==> src/rtl/ptw_ram.sv <==
// Generic single-write, single-read RAM with registered read data.
`default_nettype none
module ptw_ram #(
  parameter int WIDTH = 8,
  parameter int DEPTH = 16,
  localparam int ADDR_W = $clog2(DEPTH)
) (
  input  wire logic              clk,
  input  wire logic              we,
  input  wire logic [ADDR_W-1:0] waddr,
  input  wire logic [WIDTH-1:0]  wdata,
  input  wire logic [ADDR_W-1:0] raddr,
  output logic      [WIDTH-1:0]  rdata
);

  logic [WIDTH-1:0] mem [DEPTH];

  always_ff @(posedge clk) begin
    if (we) begin
      mem[waddr] <= wdata;
    end
    rdata <= mem[raddr];
  end

endmodule
`default_nettype wire
==> config.mk <==
export PLATFORM = sky130hd
export DESIGN_NAME = ptw_ram
export DESIGN_NICKNAME = d
export VERILOG_FILES = /design/src/rtl/ptw_ram.sv
export SDC_FILE = /design/constraint.sdc
export NUM_CORES = 1
export LEC_CHECK = 0
export BUFFER_PORTS_ARGS = -buffer_cell sky130_fd_sc_hd__buf_4
export CORE_ASPECT_RATIO = 1.25
export CORE_MARGIN = 5
export CORE_UTILIZATION = 54
export DETAILED_ROUTE_END_ITERATION = 10
export PLACE_DENSITY = 0.74
export RECOVER_POWER = 50
export SYNTH_ARGS = -nofsm -noshare
export SYNTH_HDL_FRONTEND = slang
export SYNTH_SLANG_ARGS = --single-unit
==> constraint.sdc <==
create_clock -name clk -period 1.7 [get_ports clk]
set_clock_uncertainty 0.1 [all_clocks]
set_input_delay 0.085 -clock clk [delete_from_list [all_inputs] [get_ports clk]]
set_output_delay 0.085 -clock clk [all_outputs]
set_load 0.005 [all_outputs]
**After elaboration in Yosys (flattened, before gate mapping)**

Memory sizes are Yosys's and may differ from the RTL's. A register that Yosys moved wholly into a read port is not among the register bits.
Cells that the tools add are included.

- Register bits: 0
- Memory bits (writable): 128
- Bits of input ports: 18
- Output and inout port bits: 8
- Word-level logic and storage cells: 3
- Memories: 1

- Muxes and demuxes: 2

Memories:

| name | depth | width | rd ports | clocked after memory_dff | wr ports | RTL line | text |
|---|---|---|---|---|---|---|---|
| mem | 16 | 8 | 1 | 1 | 1 | 16 | `logic [WIDTH-1:0] mem [DEPTH];` |

Operator list:

| operator | number |
|---|---|
| 1-bit two-way mux | 2 |

**Longest topological paths before layout**

Gate-level depths: netlist of the first run.

- Word-level depth: 2
- Gate-level depth with buffers: 5
- Depth with buffers taken out: 3

**Least setup slack after synthesis of the first run**

No wires, ideal clock.

- Path kind: in2reg
- From: input port waddr[2]
- To: memory mem[0][0] (enable)
- Arrival: 1195 ps
- Required time: 1217 ps
- Setup slack: 22 ps
- Stages: 2
- Cells stage by stage: or3b_2 nor3_1

RTL lines:

| element | RTL line | text |
|---|---|---|
| from (decl) | 10 | `input wire logic [ADDR_W-1:0] waddr,` |
| to (decl) | 16 |  |

Straight into the memory's write port.

==> flow_summary.ini, run 1 <==
[sta]
fin_tns_setup_ns = 0
finalSetupViolCount = 0
rsz0062_at_grt = no
final_max_slew_viol_count = 0
worstMarginPinSlew_ns = 0.700
min_period_ns = 1.47
fmax_mhz = 681
maxSlewHeadroom_pct = 53.3
fin_crit_sh_pct = 86.4
finalHoldViolCount = 0

[status]
outcome = complete, no violations

[placed_design]
port_buffers = 25
routabilityCongestion = 0.727
place_hpwl_mm = 6.31
placed_cell_area_um2 = 5630

[routing]
first_iter_violations = 264
drc_errors = 0
drtAntennaViolNets = 0
routed_wl_mm = 9.50
avgViaCountPerCell = 5.84
wl_per_cell_um = 22.0
vias = 2519
drt_first_pass_iters = 5

[critical_path]
cpMaxStageDelayCell = mux4_1
r2r-end = rdata[4]
crit_fanout = 1
crit_required_ns = 1.88
worstPathCellList = mux4_1 > a22oi_1 > nand2_1
reg2reg_depth = 3
criticalPathCategory = reg2reg
r2r_slack_ns = 0.23
r2r-start = mem[8][4]
critPathLaunchType = register
endpoint_kind = register
worstPathArrival_ns = 1.65
max_stage_delay_ns = 0.49

[pwr]
irDropWorstVdd_v = 0.00111
power.density_nw_per_um2 = 1240
leakagePower_nw = 2.14
total_power_mw = 7.77

[hold_path]
min_to = mem[4][5]
min_path_cells = 3
hold_start = waddr[0]
hp-class = in2reg

[cts]
max-clock-path-buffers = 2
clock-sinks = 136
cts_max_level = 4
postCtsSetupBuffers = 0
clk_latency_ns = 0.41
numCtsBuffers = 17
root_buffer = clkbuf_16
clk_pin_slew_ns = 0.05
cts_tree = built

[global_routing]
use_met1_pct = 22.8
use_met2_pct = 28.8
grt_pass1_vias = 2650
gr-usage-met3_pct = 5.15
grt_first_pass_wirelength_mm = 14.9
grt_max_degree = 25
grt_usage_pct = 17.9
grt_busiest_layer = met2
overflow = 0
antenna_found_initial = 0

[floorplanning]
rows = 39
coreArea_um2 = 9220
die_w_um = 97.3
die_h_um = 119
dieArea_um2 = 11600
ioPinCount = 26
start_util_pct = 55.8

[yosys]
synthTopCellsByArea = edfxtp_1 75%, mux4_2 7.9%, mux4_1 7.1%, dfxtp_1 3.1%, a22oi_1 2.3%
synth_xor_xnor_area_share_pct = 0
ys_seq_area_share_pct = 77.8
synth_cell_types = 19
synth_simple_gate_area_share_pct = 3.18
synth_top_area_share_pct = 74.7
synth_top_family_by_area = multiplexers
synth_largest_area_cell = edfxtp_1
syn_area_um2 = 5150
synth_cells = 229
synthAdderAreaFrac_pct = 0
synth_compound_area_share_pct = 2.33
synth-seq-cells = 136
yosys_warnings = 0
muxShareOfSynthArea_pct = 15.0
synth_nets = 247
postSynthAreaPerCell_um2 = 22.5

[final_layout]
final_util_pct = 67.8
multi_input_area_um2 = 1060
fillCellCount = 555
regArea_um2 = 4000
drive_gt1_share_pct = 27.9
stdcell_area_um2 = 6250
diodes = 0
area_growth_pct = 21.4
nets = 314

[flow_run]
max_cap_viol_count = 0
[how the worst max path moves through the flow]
| stage | start | to | slack, ns | cells past startpoint |
|---|---|---|---|---|
| after global placement | raddr[0] | rdata[4] | 0.07 | 5 |
| after detailed placement | raddr[0] | rdata[4] | 0.03 | 5 |
| final | mem[8][4] | rdata[4] | 0.23 | 3 |
| after CTS | mem[8][4] | rdata[4] | 0.23 | 3 |
| after floorplan | waddr[2] | mem[0][0] | 0.02 | 2 |
| after global routing | mem[10][4] | rdata[4] | 0.14 | 3 |
[worst max-delay path, delay by kind of cell, from the launching register on]
family	cells	cell delay, ns
AND/OR/NAND/NOR	1	0.11
AO/OA/AOI/OAI	1	0.29
multiplexers	1	0.49
flip-flops	1	0.36
[cell usage in the layout (no fill, tap or decap), types with 4 or more instances in the layout]
cell type / Yosys / routed
a22oi_1: 16 / 16
buf_4: 1 / 35
clkbuf_1: 0 / 14
clkbuf_16: 0 / 17
clkinv_2: 0 / 6
dfxtp_1: 8 / 8
dlygate4sd3_1: 0 / 8
edfxtp_1: 128 / 128
mux4_1: 14 / 14
mux4_2: 18 / 18
nand2_1: 9 / 9
nor2_1: 13 / 13
nor3_1: 4 / 4
[per-layer routing]
layer | share of wire [%] | vias to the layer above | wire length [um]
met5 | 0 | - | 0
met2 | 51 | 99 | 4820
met1 | 42 | 1294 | 3960
met4 | 2.4 | 0 | 226
li1 | - | 1108 | -
met3 | 5.2 | 18 | 494
[cell usage after synthesis, drive strengths merged]
cell type and instances:
and2b 1, mux4 32, buf 7, nand2 9, nand2b 2, and2 1, nand3b 2, nor2 13
nand3 1, edfxtp 128, nor3 4, or3b 1, dfxtp 8, clkdlybuf4s25 3, nor2b 1, a22oi 16
[logic make-up after synthesis]
| logic type | count (synthesis) |
|---|---|
| DFF | 136 |
| buffers and inverters | 10 |
| muxes | 32 |
| and+or+nand+nor | 35 |
| AOI/OAI and AO/OA | 16 |
[sequential cells by signal, summed over array words and instances, names as in the netlist]
register,count
mem,128
rdata,8
[area by class of cell]
class / instances / area share (%)
clock buffer: 21 / 7.37
multi-input combinational: 83 / 16.9
clock inverter: 10 / 2.04
timing repair buffer: 58 / 7.17
sequential: 136 / 64.1
tap: 123 / 2.46
[what timing repair did]
item,4_1_cts,5_1_grt
gates resized for setup,0,0
hold buffers,8,0
endpoints found under the hold margin,128,0
[stage by stage]
stage | setup slack, ns | instances | hold WS (ns)
after detailed placement | 0.0256 | 392 | 0.299
after global routing | 0.139 | 431 | 0.113
final | 0.231 | 431 | 0.114
after floorplan | 0.0221 | 229 | 0.0839
after CTS | 0.232 | 431 | 0.0894
after global placement | 0.0657 | 392 | 0.278
[power breakdown]
| part | internal, mW | switching (mW) | leakage (nW) | total, mW |
|---|---|---|---|---|
| Sequential | 3.75 | 0.0216 | 1.22 | 3.77 |
| Clock | 2.36 | 1.26 | 0.292 | 3.61 |
| Combinational | 0.184 | 0.194 | 0.625 | 0.378 |
| Total | 6.29 | 1.47 | 2.14 | 7.77 |
(Power assumes the default switching activity.)
==> inputs of run 2 (changes only) <==
--- a/config.mk
+++ b/config.mk
@@ -8,10 +8,10 @@
 export BUFFER_PORTS_ARGS = -buffer_cell sky130_fd_sc_hd__buf_4
 export CORE_ASPECT_RATIO = 1.25
 export CORE_MARGIN = 5
-export CORE_UTILIZATION = 54
+export CORE_UTILIZATION = 60
 export DETAILED_ROUTE_END_ITERATION = 10
-export PLACE_DENSITY = 0.74
-export RECOVER_POWER = 50
+export PLACE_DENSITY = 0.78
+export RECOVER_POWER = 25
 export SYNTH_ARGS = -nofsm -noshare
 export SYNTH_HDL_FRONTEND = slang
 export SYNTH_SLANG_ARGS = --single-unit
==> constraint.sdc (replaced) <==
create_clock -name clk -period 1.6 [get_ports clk]
set_clock_uncertainty 0.1 [all_clocks]
set_input_delay 0.08 -clock clk [delete_from_list [all_inputs] [get_ports clk]]
set_output_delay 0.08 -clock clk [all_outputs]
set_load 0.005 [all_outputs]
==> run 2 against run 1 <==
Core utilization up 8.4 points. Critical endpoint is now mem[0][5]. Clock power up 2%. Critical path depth up 2. Count of clock-buffer cells in the layout unchanged. Final area up 1.0%. Final cell count down 3.7%. Sequential power up 6.6%. Critical path type is now in2reg.
==> flow_summary.ini, run 2 (synthesis gave the netlist of run 1 again) <==
[sta]
holdWs_ns = 0.0222
finalSetupViolCount = 0
maxSlewHeadroom_pct = 55.8
fin_crit_sh_pct = 97.2
finalHoldViolCount = 0
min_period_ns = 1.55
fin_tns_setup_ns = 0
worstMarginPinSlew_ns = 0.663
final_max_slew_viol_count = 0
fmax_mhz = 643
rsz0062_at_grt = no

[critical_path]
r2r_slack_ns = 0.11
critPathLaunchType = input port
endpoint_kind = register
reg2reg_depth = 3
worstPathCellList = dlygate4sd3_1 > buf_4 > nor3_2 > dlygate4sd3_1 > buf_6
r2r-start = mem[9][4]
cpMostUsedCell = dlygate4sd3_1
crit_required_ns = 1.73
worstPathArrival_ns = 1.68
crit_fanout = 8
max_stage_delay_ns = 0.58
r2r-end = rdata[4]
criticalPathCategory = in2reg
cpMaxStageDelayCell = dlygate4sd3_1

[final_layout]
stdcell_area_um2 = 6310
top_register = mem
area_growth_pct = 22.7
largest_registers = mem (128), rdata (8)
most-common-layout-cells = 128 x edfxtp_1, 46 x buf_4, 18 x mux4_2
drive_gt1_share_pct = 31.4
largest_reg_flops = 128
diodes = 0
layout_commonest_cell = edfxtp_1
nets = 323

[floorplanning]
coreArea_um2 = 8290
die_h_um = 114
rows = 37
dieArea_um2 = 10500
die_w_um = 92.8
start_util_pct = 62.1
ioPinCount = 26

[cts]
postCtsSetupBuffers = 0
max-clock-path-buffers = 2
clock-sinks = 136
clk_pin_slew_ns = 0.06
numCtsBuffers = 17
root_buffer = clkbuf_8
cts_max_level = 4
clk_latency_ns = 0.52
cts_tree = built

[placed_design]
routabilityCongestion = 0.797
place_hpwl_mm = 6.51
port_buffers = 25
placed_cell_area_um2 = 5640

[hold_path]
min_path_cells = 4
hp-class = in2reg
hold_start = raddr[2]
min_to = rdata[3]

[routing]
avgViaCountPerCell = 6.24
drc_errors = 0
drtAntennaViolNets = 0
drt_first_pass_iters = 4
routed_wl_mm = 10.2
first_iter_violations = 256
wl_per_cell_um = 24.7
vias = 2589

[status]
outcome = complete, no violations

[global_routing]
overflow = 0
grt_max_degree = 19
grt_pass1_vias = 2653
antenna_found_initial = 0
grt_usage_pct = 21.0
grt_first_pass_wirelength_mm = 15.4

[pwr]
total_power_mw = 8.13
leakagePower_nw = 2.19
power.density_nw_per_um2 = 1290
irDropWorstVdd_v = 0.000973

[flow_run]
max_cap_viol_count = 0
run 2: metrics by stage:
stage	cells	util (%)	setup slack, ns
2_1_floorplan	229	-	0.154
6_report	415	76.2	0.0453
3_3_place_gp	371	68.0	0.0284
3_5_place_dp	371	68.0	0.0226
4_1_cts	415	76.4	0.0692
5_1_grt	415	76.2	0.0141
run 2: worst max-delay path, delay by kind of cell:
kind                   cells  cell delay (ns)
buffers and inverters      4             1.43
and+or+nand+nor            1             0.16
run 2: area by class of cell:
cell class,count,area [um2]
Tap cell,97,121
Sequential cell,136,4000
Fill cell,421,1970
Clock inverter,11,123
Multi-Input combinational cell,83,1060
Timing Repair Buffer,67,556
Clock buffer,21,449
run 2: worst max-delay path by stage:
stage	start	endpoint	slack (ns)	cells past startpoint
final	waddr[1]	mem[0][5]	0.05	5
after global routing	waddr[1]	mem[0][0]	0.01	5
after CTS	waddr[1]	mem[0][5]	0.07	5
after detailed placement	raddr[0]	rdata[4]	0.02	5
after global placement	raddr[0]	rdata[4]	0.03	5
after floorplan	waddr[2]	mem[3][0]	0.15	2
run 2: power breakdown:
part | switching [mW] | total, mW | internal (mW)
clock | 1.39 | 3.68 | 2.29
combinational | 0.217 | 0.428 | 0.211
sequential | 0.0312 | 4.02 | 3.99
total | 1.63 | 8.13 | 6.49
run 2: repair_timing:
action / CTS / global route
hold endpoints to repair: 153 / 0
endpoints found under the setup margin: 0 / 7
resized for setup: 0 / 1
hold buffers: 12 / 0
run 2: layer usage:
| layer | GRT usage (%) | part of all wire (%) | wire length (um) |
|---|---|---|---|
| met5 | 0 | 0 | 0 |
| met4 | 10.4 | 2.1 | 214 |
| met3 | 5.28 | 7.5 | 766 |
| met2 | 33.0 | 50 | 5120 |
| met1 | 27.6 | 40 | 4140 |
